`src/rtl/dqe_pkg.sv`:
```
// dqe_pkg: shared types and constants for the dns question extractor
// no dependencies; used by the core and the top level

package dqe_pkg;

  localparam int POS_W = 11;
  localparam int CNT_W = 8;
  localparam int TRL_W = 3;
  localparam int LIM_W = 7;

  localparam logic [POS_W-1:0] UDPLEN_POS   = POS_W'(38);
  localparam logic [POS_W-1:0] QUESTION_POS = POS_W'(54);
  localparam logic [POS_W-1:0] POS_MAX      = {POS_W{1'b1}};
  localparam logic [TRL_W-1:0] TRAILER_BYTES = TRL_W'(4);
  localparam int               DNS_HDR       = 12;
  localparam logic [LIM_W-1:0] NAME_LIMIT_RST = LIM_W'(125);

  typedef enum logic [4:0] {
    PH_HEADER  = 5'b00001,
    PH_LEN     = 5'b00010,
    PH_LABEL   = 5'b00100,
    PH_TRAILER = 5'b01000,
    PH_DONE    = 5'b10000
  } dqe_phase_t;

  typedef struct packed {
    logic [7:0] frame_byte;
    logic       frame_start;
    logic       frame_end;
  } dqe_in_t;

  typedef struct packed {
    logic             has_result;
    logic [7:0]       question_byte;
    logic [CNT_W-1:0] byte_index;
    logic             byte_valid;
    logic             last_byte;
    logic             cut_short;
  } dqe_result_t;

endpackage

```
`src/rtl/dqe_in_if.sv`:
```
// dqe_in_if: frame byte stream channel, valid/ready handshake
// no dependencies

interface dqe_in_if;
  logic       valid;
  logic       ready;
  logic [7:0] frame_byte;
  logic       frame_start;
  logic       frame_end;

  modport source (output valid, frame_byte, frame_start, frame_end, input ready);
  modport sink (input valid, frame_byte, frame_start, frame_end, output ready);
endinterface

```
`src/rtl/dqe_out_if.sv`:
```
// dqe_out_if: question byte result channel, valid/ready handshake
// no dependencies

interface dqe_out_if;
  logic       valid;
  logic       ready;
  logic [7:0] question_byte;
  logic [7:0] byte_index;
  logic       byte_valid;
  logic       last_byte;
  logic       cut_short;

  modport source (output valid, question_byte, byte_index, byte_valid, last_byte,
                  cut_short, input ready);
  modport sink (input valid, question_byte, byte_index, byte_valid, last_byte,
                cut_short, output ready);
endinterface

```
`src/rtl/dqe_parse_core.sv`:
```
// dqe_parse_core: per-frame parse state and combinational step logic
// depends on dqe_pkg

module dqe_parse_core (
  input  logic                               clk,
  input  logic                               rst_n,
  input  logic                               step_en,
  input  dqe_pkg::dqe_in_t                   step_in,
  input  logic [dqe_pkg::LIM_W-1:0]          name_limit,
  output dqe_pkg::dqe_result_t               step_res
);
  import dqe_pkg::*;

  logic [POS_W-1:0] pos_r, pos_nxt;
  logic [15:0]      udp_r, udp_nxt;
  dqe_phase_t       phase_r, phase_nxt;
  logic [CNT_W-1:0] lab_r, lab_nxt;
  logic [CNT_W-1:0] cc_r, cc_nxt;
  logic [TRL_W-1:0] tc_r, tc_nxt;

  logic [POS_W-1:0] eff_pos;
  logic [15:0]      eff_udp;
  dqe_phase_t       eff_phase, phase0;
  logic [CNT_W-1:0] eff_lab, eff_cc, cc_inc, lab_dec;
  logic [TRL_W-1:0] eff_tc, tc_inc;
  logic signed [17:0] len_room;
  logic             cc_reach, over_limit;
  logic             valid, last, cut;

  assign eff_pos   = step_in.frame_start ? '0 : pos_r;
  assign eff_udp   = step_in.frame_start ? '0 : udp_r;
  assign eff_phase = step_in.frame_start ? PH_HEADER : phase_r;
  assign eff_lab   = step_in.frame_start ? '0 : lab_r;
  assign eff_cc    = step_in.frame_start ? '0 : cc_r;
  assign eff_tc    = step_in.frame_start ? '0 : tc_r;

  assign phase0 = (eff_phase == PH_HEADER && eff_pos >= QUESTION_POS) ? PH_LEN : eff_phase;
  assign cc_inc  = eff_cc + CNT_W'(1);
  assign lab_dec = eff_lab - CNT_W'(1);
  assign tc_inc  = eff_tc + TRL_W'(1);

  // signed compare of copied count against udp length minus dns header
  assign len_room   = $signed({2'b00, eff_udp}) - 18'sd12;
  assign cc_reach   = $signed({{(18-CNT_W){1'b0}}, cc_inc}) >= len_room;
  assign over_limit = cc_inc > {{(CNT_W-LIM_W){1'b0}}, name_limit};

  always_comb begin
    pos_nxt   = (eff_pos < POS_MAX) ? eff_pos + POS_W'(1) : eff_pos;
    udp_nxt   = eff_udp;
    phase_nxt = phase0;
    lab_nxt   = eff_lab;
    cc_nxt    = eff_cc;
    tc_nxt    = eff_tc;
    valid     = 1'b0;
    last      = 1'b0;
    cut       = 1'b0;
    step_res  = '0;

    case (phase0)
      PH_HEADER: begin
        if (eff_pos == UDPLEN_POS) begin
          udp_nxt[15:8] = step_in.frame_byte;
        end else if (eff_pos == UDPLEN_POS + POS_W'(1)) begin
          udp_nxt[7:0] = step_in.frame_byte;
        end
      end
      PH_LEN: begin
        valid  = 1'b1;
        cc_nxt = cc_inc;
        if (step_in.frame_byte == 8'd0 || cc_reach) begin
          phase_nxt = PH_TRAILER;
        end else begin
          lab_nxt   = step_in.frame_byte;
          phase_nxt = over_limit ? PH_TRAILER : PH_LABEL;
        end
      end
      PH_LABEL: begin
        valid   = 1'b1;
        cc_nxt  = cc_inc;
        lab_nxt = lab_dec;
        if (lab_dec == '0) begin
          phase_nxt = PH_LEN;
        end else if (over_limit) begin
          phase_nxt = PH_TRAILER;
        end
      end
      PH_TRAILER: begin
        valid  = 1'b1;
        cc_nxt = cc_inc;
        tc_nxt = tc_inc;
        if (tc_inc >= TRAILER_BYTES) begin
          phase_nxt = PH_DONE;
          last      = 1'b1;
        end
      end
      default: begin
      end
    endcase

    step_res.question_byte = step_in.frame_byte;
    step_res.byte_index    = eff_cc;
    step_res.byte_valid    = valid;
    step_res.has_result    = valid;

    // frame ended before the question closed
    if (step_in.frame_end) begin
      if (valid) begin
        if (!last) begin
          last      = 1'b1;
          cut       = 1'b1;
          phase_nxt = PH_DONE;
        end
      end else if (phase_nxt != PH_DONE) begin
        last                   = 1'b1;
        cut                    = 1'b1;
        phase_nxt              = PH_DONE;
        step_res.has_result    = 1'b1;
        step_res.question_byte = 8'd0;
      end
    end

    step_res.last_byte = last;
    step_res.cut_short = cut;
  end

  always_ff @(posedge clk) begin
    if (!rst_n) begin
      pos_r   <= '0;
      udp_r   <= '0;
      phase_r <= PH_HEADER;
      lab_r   <= '0;
      cc_r    <= '0;
      tc_r    <= '0;
    end else if (step_en) begin
      pos_r   <= pos_nxt;
      udp_r   <= udp_nxt;
      phase_r <= phase_nxt;
      lab_r   <= lab_nxt;
      cc_r    <= cc_nxt;
      tc_r    <= tc_nxt;
    end
  end

  a_last_goes_done: assert property (@(posedge clk) disable iff (!rst_n)
    step_en && step_res.has_result && step_res.last_byte |=> phase_r == PH_DONE)
    else $error("question closed but parser not done");

  a_done_quiet: assert property (@(posedge clk) disable iff (!rst_n)
    phase_r == PH_DONE && !step_in.frame_start |-> !step_res.has_result)
    else $error("result after question closed");

  a_label_nonzero: assert property (@(posedge clk) disable iff (!rst_n)
    phase_r == PH_LABEL |-> lab_r != '0)
    else $error("label phase with nothing left");

endmodule

```
`src/rtl/dns_question_extractor.sv`:
```
// Takes an Ethernet frame one byte per transaction and returns the DNS question bytes
// (labels, then qtype and qclass) found from frame byte 54 on, assuming a 20-byte IPv4
// header. A byte is accepted every cycle while the result register is empty or being
// taken; its result, if any, appears in the cycle after. Throughput is one byte per cycle,
// limited only by the single result register. name_limit resets to 125.
// depends on dqe_pkg, dqe_in_if, dqe_out_if, dqe_parse_core

module dns_question_extractor (
  input  logic                      clk,
  input  logic                      rst_n,
  dqe_in_if.sink                    in_ch,
  dqe_out_if.source                 out_ch,
  input  logic                      cfg_we,
  input  logic [dqe_pkg::LIM_W-1:0] cfg_wdata
);
  import dqe_pkg::*;

  logic [LIM_W-1:0] name_limit_r;
  logic             out_valid_r;
  dqe_result_t      res_r;
  dqe_result_t      step_res;
  dqe_in_t          step_in;
  logic             in_accept;

  assign in_ch.ready = !out_valid_r || out_ch.ready;
  assign in_accept   = in_ch.valid && in_ch.ready;

  assign step_in.frame_byte  = in_ch.frame_byte;
  assign step_in.frame_start = in_ch.frame_start;
  assign step_in.frame_end   = in_ch.frame_end;

  dqe_parse_core u_core (
    .clk        (clk),
    .rst_n      (rst_n),
    .step_en    (in_accept),
    .step_in    (step_in),
    .name_limit (name_limit_r),
    .step_res   (step_res)
  );

  always_ff @(posedge clk) begin
    if (!rst_n) begin
      name_limit_r <= NAME_LIMIT_RST;
    end else if (cfg_we) begin
      name_limit_r <= cfg_wdata;
    end
  end

  always_ff @(posedge clk) begin
    if (!rst_n) begin
      out_valid_r <= 1'b0;
    end else if (in_accept) begin
      out_valid_r <= step_res.has_result;
    end else if (out_ch.ready) begin
      out_valid_r <= 1'b0;
    end
  end

  always_ff @(posedge clk) begin
    if (in_accept) begin
      res_r <= step_res;
    end
  end

  assign out_ch.valid         = out_valid_r;
  assign out_ch.question_byte = res_r.question_byte;
  assign out_ch.byte_index    = res_r.byte_index;
  assign out_ch.byte_valid    = res_r.byte_valid;
  assign out_ch.last_byte     = res_r.last_byte;
  assign out_ch.cut_short     = res_r.cut_short;

  a_cut_is_last: assert property (@(posedge clk) disable iff (!rst_n)
    out_valid_r && res_r.cut_short |-> res_r.last_byte)
    else $error("cut_short without last_byte");

  a_empty_is_cut: assert property (@(posedge clk) disable iff (!rst_n)
    out_valid_r && !res_r.byte_valid |-> res_r.cut_short && res_r.question_byte == 8'd0)
    else $error("empty result that is not a cut");

  a_ready_when_empty: assert property (@(posedge clk) disable iff (!rst_n)
    !out_valid_r |-> in_ch.ready)
    else $error("input stalled with empty result register");

endmodule
```
`src/flat_wrapper.sv`:
```
// flat-port wrapper written by rule: the top's interface ports become plain ports
module dns_question_extractor_flat import dqe_pkg::*;
  (clk, rst_n, cfg_we, cfg_wdata, in_ch_valid, in_ch_frame_byte, in_ch_frame_start, in_ch_frame_end, in_ch_ready, out_ch_valid, out_ch_question_byte, out_ch_byte_index, out_ch_byte_valid, out_ch_last_byte, out_ch_cut_short, out_ch_ready);
  dqe_in_if in_ch_i ();
  dqe_out_if out_ch_i ();
  input  logic clk;
  input  logic rst_n;
  input  logic cfg_we;
  input  logic [dqe_pkg::LIM_W-1:0] cfg_wdata;
  input wire logic [$bits(in_ch_i.valid)-1:0] in_ch_valid;
  input wire logic [$bits(in_ch_i.frame_byte)-1:0] in_ch_frame_byte;
  input wire logic [$bits(in_ch_i.frame_start)-1:0] in_ch_frame_start;
  input wire logic [$bits(in_ch_i.frame_end)-1:0] in_ch_frame_end;
  output wire logic [$bits(in_ch_i.ready)-1:0] in_ch_ready;
  output wire logic [$bits(out_ch_i.valid)-1:0] out_ch_valid;
  output wire logic [$bits(out_ch_i.question_byte)-1:0] out_ch_question_byte;
  output wire logic [$bits(out_ch_i.byte_index)-1:0] out_ch_byte_index;
  output wire logic [$bits(out_ch_i.byte_valid)-1:0] out_ch_byte_valid;
  output wire logic [$bits(out_ch_i.last_byte)-1:0] out_ch_last_byte;
  output wire logic [$bits(out_ch_i.cut_short)-1:0] out_ch_cut_short;
  input wire logic [$bits(out_ch_i.ready)-1:0] out_ch_ready;
  assign in_ch_i.valid = in_ch_valid;
  assign in_ch_i.frame_byte = in_ch_frame_byte;
  assign in_ch_i.frame_start = in_ch_frame_start;
  assign in_ch_i.frame_end = in_ch_frame_end;
  assign in_ch_ready = in_ch_i.ready;
  assign out_ch_valid = out_ch_i.valid;
  assign out_ch_question_byte = out_ch_i.question_byte;
  assign out_ch_byte_index = out_ch_i.byte_index;
  assign out_ch_byte_valid = out_ch_i.byte_valid;
  assign out_ch_last_byte = out_ch_i.last_byte;
  assign out_ch_cut_short = out_ch_i.cut_short;
  assign out_ch_i.ready = out_ch_ready;
  dns_question_extractor u_core (.clk(clk), .rst_n(rst_n), .in_ch(in_ch_i), .out_ch(out_ch_i), .cfg_we(cfg_we), .cfg_wdata(cfg_wdata));
endmodule
```
`config.mk`:
```
export PLATFORM = sky130hd
export DESIGN_NAME = dns_question_extractor_flat
export DESIGN_NICKNAME = d
export VERILOG_FILES = /design/src/rtl/dqe_pkg.sv /design/src/rtl/dqe_in_if.sv /design/src/rtl/dqe_out_if.sv /design/src/rtl/dqe_parse_core.sv /design/src/rtl/dns_question_extractor.sv /design/src/flat_wrapper.sv
export SDC_FILE = /design/constraint.sdc
export NUM_CORES = 1
export LEC_CHECK = 0
export BUFFER_PORTS_ARGS = -buffer_cell sky130_fd_sc_hd__buf_2
export CAP_MARGIN = 20
export CORE_ASPECT_RATIO = 1.5
export CORE_MARGIN = 2
export CORE_UTILIZATION = 46
export CTS_BUF_LIST = sky130_fd_sc_hd__clkbuf_4 sky130_fd_sc_hd__clkbuf_8
export DETAILED_ROUTE_END_ITERATION = 16
export PLACE_DENSITY = 0.73
export SLEW_MARGIN = 20
export SYNTH_ARGS = -nofsm -noshare
export SYNTH_HDL_FRONTEND = slang
export SYNTH_SLANG_ARGS = --single-unit
```
`constraint.sdc`:
```
create_clock -name clk -period 4.3 [get_ports clk]
set_input_delay 0.43 -clock clk [delete_from_list [all_inputs] [get_ports clk]]
set_output_delay 0.43 -clock clk [all_outputs]
set_load 0.03 [all_outputs]
```
==> flow_metrics.py, run 1 <==
metrics = {
    "pwr": {
        "power_density_nw_per_um2": 297,
        "total_power_mw": 1.51,
        "p_sw_mw": 0.416,
        "pwr-share-clk": 0.380,
        "internal-power_mw": 1.09,
        "peakVddDrop_mv": 0.129,
        "swShare": 0.275,
        "leakage_nw": 1.97,
        "pwr-share-comb": 0.103,
        "seq_power_share": 0.517,
    },
    "cells_and_area": {
        "design_area_um2": 5080,
        "synthToLayoutAreaGrowth_pct": 10.1,
        "antenna-diode-count": 0,
        "final_common_cell": "dfxtp_1",
        "fin_nets": 610,
        "fin_util": 0.521,
        "drive_gt1_frac": 0.145,
        "final_cell_mix": "59 x dfxtp_1, 46 x nand2_1, 44 x nor2_1",
    },
    "clocking": {
        "htreeDepth": 3,
        "cts_tree": "built",
        "cts.sinks": 78,
        "cts-root-buf": "clkbuf_8",
        "clk_pin_slew_ns": 0.09,
        "cts_hold_buf": 0,
        "cts_setup_buffers": 0,
        "clk_latency_ns": 0.38,
        "cts.path.max_buffers": 2,
        "numCtsBuffers": 9,
        "ctsResizeCount": 0,
    },
    "routing": {
        "routed_wl_mm": 11.8,
        "antenna_left": 0,
        "drt_iter0_markers": 280,
        "wl_per_cell_um": 17.3,
        "vias": 4282,
        "firstDrtPassIters": 11,
        "avgViaCountPerCell": 6.24,
        "drc": 2,
    },
    "floorplan": {
        "initial_core_util": 0.474,
        "ios": 43,
        "die_area_um2": 10900,
        "row_count": 44,
        "core_area_um2": 9740,
        "die_h_um": 127,
        "die_x_um": 85.8,
    },
    "global_route": {
        "grt_pass1_wl_mm": 19.5,
        "grtUsageTotal": 0.225,
        "grt_pass1_vias": 4092,
        "overflow": 0,
        "grt_max_degree": 44,
        "antenna_found_initial": 0,
    },
    "timing": {
        "fmax_ghz": 0.314,
        "max_slew_margin": 0.288,
        "finalSetupViolCount": 0,
        "rsz0062_at_grt": "false",
        "slew_violations": 0,
        "hold_viol_final": 0,
        "layout_worst_path_cycle_share": 0.740,
        "fin_crit_ns": 3.18,
        "skew_ns": 0.0119,
        "setup_tns_ns": 0,
        "worstMarginPinSlew_ns": 1.07,
    },
    "critical_path": {
        "arrival_ns": 3.44,
        "start_kind": "flip-flop",
        "worstSetupPathType": "flip-flop to flip-flop",
        "cp.required_ns": 4.56,
        "critPathCaptureType": "flip-flop",
        "worstPathMaxFanout": 12,
    },
    "hold_path": {
        "min_path_type": "primary input to flip-flop",
    },
    "yosys": {
        "synth_edf_count": 19,
        "synth_nets": 587,
        "synth_top_area_cell": "dfxtp_1",
        "ys_warn_count": 0,
        "ys_seq_elements": 78,
        "yosysTopAreaCellShare": 0.256,
        "synth.area.top_cells": "dfxtp_1 26%, edfxtp_1 12%, ha_1 6.0%",
        "synth_seq_area_share": 0.380,
        "syn_inst": 543,
        "ys_types": 66,
        "syn_avg_cell_area_um2": 8.50,
        "syn_area_um2": 4610,
        "synth_flop_cell": "dfxtp_1",
        "async_flop_share": 0,
    },
    "place": {
        "io_buffers": 42,
        "gp_congestion": 0.880,
        "hpwl_mm": 8.38,
        "dpl_cell_area_um2": 4880,
    },
    "flow_run": {
        "maxCapViolations": 0,
    },
    "run_status": {
        "violations": "DRC",
        "status": "finished, violations left",
    },
}
critical path: stages, from the launching register on:
cell and delay (ns):
dfxtp_1 0.39, nor2b_1 0.30, ha_1 0.31, and3_1 0.21
nand3_1 0.09, xnor2_1 0.30, ha_1 0.30, nand2_1 0.06
o21a_1 0.12, o31ai_1 0.08, a311oi_1 0.29, buf_4 0.24
nor3_1 0.06, o31a_1 0.32
metal layers:
| layer | track usage | wire length [um] |
|---|---|---|
| met4 | 0.138 | 485 |
| met2 | 0.381 | 6140 |
| met1 | 0.256 | 4550 |
| met3 | 0.0475 | 666 |
| met5 | 0 | 0 |
area by class of cell:
class | count | area (um^2)
Timing Repair Buffer | 48 | 255
Clock inverter | 6 | 71.3
Sequential cell | 78 | 1750
Tap cell | 115 | 144
Inverter | 18 | 67.6
Clock buffer | 10 | 131
Multi-Input combinational cell | 411 | 2660
Fill cell | 910 | 4670
through the flow:
| step | setup slack (ns) | std cells | hold slack, ns |
|---|---|---|---|
| finish | 1.12 | 686 | 0.261 |
| global route | 0.894 | 686 | 0.267 |
| CTS | 1.13 | 686 | 0.258 |
| global placement | 0.938 | 670 | 0.475 |
| detailed placement | 0.857 | 670 | 0.485 |
| floorplan | 0.0527 | 543 | 0.446 |
cell families after synthesis:
group                      after synthesis  share of synthesized area
xor gates and xnor gates                17                     0.0323
buffers and inverters                   54                     0.0445
muxes                                    7                     0.0160
adders and majority gates               22                     0.0597
and+or+nand+nor                        212                      0.242
DFF                                     78                      0.380
AOI/OAI and AO/OA                      153                      0.226
cells in the mapped netlist (all sizes together) (2+ instances only):
master	number
o2bb2ai	3
nand4	8
nor2	44
o311ai	2
mux2	3
ha	22
a21oi	34
a311oi	3
edfxtp	19
a21o	4
nor3b	4
inv	17
nor4	8
mux2i	4
o21ai	32
xnor2	9
and3	5
clkbuf	33
nand3	15
and2	13
buf	3
nor3	17
nand3b	6
or3	7
a31oi	8
o31ai	5
nand2b	8
o211ai	7
a221o	2
or4	4
a211o	3
o21a	4
a21boi	2
a22oi	19
nor2b	21
nand4b	2
xor2	8
nand2	46
dfxtp	59
a31o	4
a221oi	2
o2111ai	3
o221ai	2
a32oi	5
power by group through the flow:
| stage | Sequential [mW] | Clock [mW] | Combinational (mW) |
|---|---|---|---|
| finish | 0.781 | 0.573 | 0.156 |
| global route | 0.784 | 0.624 | 0.170 |
| CTS | 0.781 | 0.584 | 0.156 |
| detailed placement | 0.798 | 0 | 0.156 |
| global placement | 0.797 | 0 | 0.154 |
| floorplan | 0.817 | 0 | 0.0846 |
sequential cells by signal, indices dropped and copies added (netlist names), 3 cells and up:
| signal | cells |
|---|---|
| u_core.name_limit_r | 7 |
| u_core.out_ch.byte_index | 8 |
| u_core.out_ch.question_byte | 8 |
| u_core.u_core.cc_r | 8 |
| u_core.u_core.lab_r | 8 |
| u_core.u_core.phase_r | 5 |
| u_core.u_core.pos_r | 11 |
| u_core.u_core.tc_r | 3 |
| u_core.u_core.udp_r | 16 |
worst paths after layout:
check                           cells past startpoint                                   to                                 from  slack, ns
worst max-delay path                               13  u_core.u_core.lab_r[0]$_SDFFE_PN0P_   u_core.u_core.cc_r[0]$_SDFFE_PN0P_       1.12
worst min-delay path                                3  u_core.name_limit_r[4]$_SDFFE_PN1P_                         cfg_wdata[4]       0.26
worst max register to register                     13  u_core.u_core.lab_r[0]$_SDFFE_PN0P_   u_core.u_core.cc_r[0]$_SDFFE_PN0P_       1.12
worst min register to register                      2  u_core.name_limit_r[5]$_SDFFE_PN1P_  u_core.name_limit_r[5]$_SDFFE_PN1P_       0.49
Power figures use the tool's default switching activity.
==> run 2: changes to the inputs <==
--- a/config.mk
+++ b/config.mk
@@ -5,6 +5,7 @@
 export SDC_FILE = /design/constraint.sdc
 export NUM_CORES = 1
 export LEC_CHECK = 0
+export ABC_AREA = 1
 export BUFFER_PORTS_ARGS = -buffer_cell sky130_fd_sc_hd__buf_2
 export CAP_MARGIN = 20
 export CORE_ASPECT_RATIO = 1.5
@@ -12,7 +13,7 @@
 export CORE_UTILIZATION = 46
 export CTS_BUF_LIST = sky130_fd_sc_hd__clkbuf_4 sky130_fd_sc_hd__clkbuf_8
 export DETAILED_ROUTE_END_ITERATION = 16
-export PLACE_DENSITY = 0.73
+export PLACE_DENSITY = 0.7
 export SLEW_MARGIN = 20
 export SYNTH_ARGS = -nofsm -noshare
 export SYNTH_HDL_FRONTEND = slang
==> constraint.sdc (replaced) <==
create_clock -name clk -period 3.15 [get_ports clk]
set_input_delay 0.315 -clock clk [delete_from_list [all_inputs] [get_ports clk]]
set_output_delay 0.315 -clock clk [all_outputs]
set_load 0.03 [all_outputs]
==> run 2 against run 1 <==
Net effect: area after synthesis increased by 6.0%; critical path type unchanged; clock skew grew 0.00090 ns; combinational power grew 83%; non-clock buffer count up 23; global-route usage increased by 1.2 points; the flow now finishes without violations; critical path depth rose by 9.
==> flow_metrics.py, run 2 <==
metrics = {
    "global_route": {
        "grt_pass1_vias": 4606,
        "grt_max_degree": 56,
        "grtUsageTotal": 0.237,
        "grt_use_met2": 0.428,
        "grt_pass1_wl_mm": 21.1,
        "grt_use_met3": 0.0417,
        "antenna_found_initial": 0,
        "grt_use_met1": 0.264,
        "overflow": 0,
        "top_usage_layer": "met2",
    },
    "floorplan": {
        "die_h_um": 130,
        "core_area_um2": 10500,
        "initial_core_util": 0.467,
        "ios": 43,
        "die_area_um2": 11500,
        "row_count": 46,
        "die_x_um": 88.2,
    },
    "clocking": {
        "numCtsBuffers": 9,
        "cts.sinks": 78,
        "cts-root-buf": "clkbuf_8",
        "cts_tree": "built",
        "clk_latency_ns": 0.37,
        "cts.path.max_buffers": 2,
        "htreeDepth": 3,
        "clk_pin_slew_ns": 0.09,
    },
    "yosys": {
        "synth-simple-area-share": 0.255,
        "synth.area.top_cells": "dfxtp_1 24%, edfxtp_1 12%, nand2_1 11%",
        "syn_area_um2": 4890,
        "yosysTopAreaCellShare": 0.241,
        "synth_edf_count": 19,
        "syn_avg_cell_area_um2": 7.05,
        "synth_seq_area_share": 0.358,
        "synth_flop_cell": "dfxtp_1",
        "syn_inst": 694,
        "synth_nets": 738,
        "synth_top_family_by_area": "simple AND/OR/NAND/NOR gates",
        "synth_xor_area_frac": 0.0320,
        "synthMuxAreaShare": 0,
        "synth_compound_area_frac": 0.197,
        "ys_seq_elements": 78,
        "synthTopCellsByCount": "143 x nand2_1, 85 x inv_1, 75 x a21oi_1",
        "synth_fa_ha_area_frac": 0.0563,
        "ys_warn_count": 0,
        "async_flop_share": 0,
        "yosysMostFrequentCell": "nand2_1",
        "synth_top_area_cell": "dfxtp_1",
        "ys_types": 43,
    },
    "run_status": {
        "status": "finished clean",
    },
    "routing": {
        "vias": 4842,
        "avgViaCountPerCell": 5.39,
        "wl_per_cell_um": 14.6,
        "drc": 0,
        "routed_wl_mm": 13.1,
        "firstDrtPassIters": 5,
        "antenna_left": 0,
        "drt_iter0_markers": 371,
    },
    "pwr": {
        "internal-power_mw": 1.60,
        "seq_power_share": 0.485,
        "swShare": 0.280,
        "pwr-share-clk": 0.387,
        "peakVddDrop_mv": 0.212,
        "leakage_nw": 2.57,
        "pwr-share-comb": 0.128,
        "power_density_nw_per_um2": 392,
        "p_sw_mw": 0.625,
    },
    "cells_and_area": {
        "largest_register_ffs": 16,
        "register_area_um2": 1750,
        "multiInputGateArea_um2": 2740,
        "antenna-diode-count": 0,
        "design_area_um2": 5690,
        "final_common_cell": "nand2_1",
        "fill_cells": 1014,
        "fin_nets": 793,
        "largest-register": "u_core.u_core.udp_r",
        "synthToLayoutAreaGrowth_pct": 16.2,
        "biggestRegsByFlops": "u_core.u_core.udp_r x16, u_core.u_core.pos_r x11",
        "final_cell_mix": "138 x nand2_1, 82 x inv_1, 75 x a21oi_1",
        "drive_gt1_frac": 0.190,
    },
    "place": {
        "gp_congestion": 0.851,
        "hpwl_mm": 9.21,
        "io_buffers": 42,
        "dpl_cell_area_um2": 5350,
        "preCtsSetupSlack_ns": -0.178,
    },
    "critical_path": {
        "critPathCaptureType": "flip-flop",
        "start_kind": "flip-flop",
        "arrival_ns": 3.13,
        "worstSetupPathType": "flip-flop to flip-flop",
        "cp.required_ns": 3.28,
        "worstPathMaxFanout": 3,
    },
    "timing": {
        "fmax_ghz": 0.333,
        "layout_worst_path_cycle_share": 0.953,
        "max_slew_margin": 0.490,
        "setup_slack_ns": 0.148,
        "fin_crit_ns": 3.00,
        "finalSetupViolCount": 0,
        "hold_viol_final": 0,
        "slew_violations": 0,
        "worstMarginPinSlew_ns": 0.764,
        "fin_worst_hold_slack_ns": 0.151,
        "setup_tns_ns": 0,
        "skew_ns": 0.0128,
    },
    "flow_run": {
        "maxCapViolations": 0,
    },
    "hold_path": {
        "min_path_type": "primary input to flip-flop",
    },
}
[run 2: cell count changes after synthesis, sizes merged, moves of 9 or more]
| cell | change |
|---|---|
| nand2 | +107 |
| inv | +76 |
| a21oi | +41 |
| o21ai | +31 |
| nand3 | +26 |
| nor2b | -21 |
| a22oi | -19 |
| clkbuf | -18 |
| nor2 | +15 |
| and2 | -13 |
| buf | +9 |
[run 2: final cells by class]
| type | instances | area share |
|---|---|---|
| clock buffer | 9 | 0.0218 |
| clock inverter | 7 | 0.0169 |
| inverter | 94 | 0.0620 |
| multi-input combinational | 495 | 0.482 |
| sequential | 78 | 0.308 |
| tap | 144 | 0.0317 |
| timing repair buffer | 71 | 0.0774 |
[run 2: power groups by stage]
stage | clock network [mW] | logic (mW) | registers, mW
floorplan | 0 | 0.158 | 1.13
global placement | 0 | 0.274 | 1.10
detailed placement | 0 | 0.280 | 1.10
CTS | 0.876 | 0.281 | 1.08
global route | 0.923 | 0.315 | 1.09
finish | 0.862 | 0.285 | 1.08
[run 2: metrics by stage]
stage | total power [mW] | util | std cells
floorplan | 1.29 | - | 694
global placement | 1.38 | 0.511 | 879
detailed placement | 1.38 | 0.511 | 879
CTS | 2.24 | 0.534 | 895
global route | 2.32 | 0.543 | 898
finish | 2.23 | 0.543 | 898
[run 2: path summary, 6_finish.rpt]
kind,from,endpoint,slack [ns],cells past startpoint
max,u_core.u_core.cc_r[1]$_SDFFE_PN0P_,u_core.out_ch.last_byte$_DFFE_PP_,0.15,22
min reg2reg,u_core.u_core.pos_r[10]$_SDFFE_PN0P_,u_core.u_core.pos_r[10]$_SDFFE_PN0P_,0.47,2
max reg2reg,u_core.u_core.cc_r[1]$_SDFFE_PN0P_,u_core.out_ch.last_byte$_DFFE_PP_,0.15,22
min,cfg_wdata[0],u_core.name_limit_r[0]$_SDFFE_PN1P_,0.15,3
[run 2: cells by family (layout without fill, tap and decap cells)]
family,count (synthesis),in the layout
xor+xnor,17,17
fa+ha+maj,22,22
flops,78,78
buf+inv,121,181
simple gates,283,283
compound gates,173,173
[run 2: timing repair]
item / 4_1_cts / 5_1_grt
hold buffers: 0 / 0
setup endpoints to repair: 13 / 20
resized for setup: 5 / 19
buffers inserted: 0 / 3
pin swaps: 1 / 12
[run 2: critical path, cell delays in order (launching register included)]
cell      delay (ns)
dfxtp_2         0.34
inv_2           0.05
nor2_2          0.15
ha_2            0.21
nand3_2         0.10
nor2_2          0.14
nand2_2         0.07
xor2_2          0.17
inv_2           0.09
ha_4            0.27
nand2_2         0.06
nor2_2          0.11
nand2_1         0.07
o211ai_1        0.08
nand2_1         0.09
nand3_2         0.07
nand3_2         0.09
nand4_1         0.11
nand3_2         0.12
nor2_4          0.16
nand3_2         0.09
nand2_1         0.07
inv_1           0.04
[run 2: per-layer routing]
layer | vias up | share of wire
met4 | 0 | 0.026
li1 | 2423 | -
met1 | 2275 | 0.41
met5 | - | 0
met3 | 25 | 0.039
met2 | 119 | 0.53
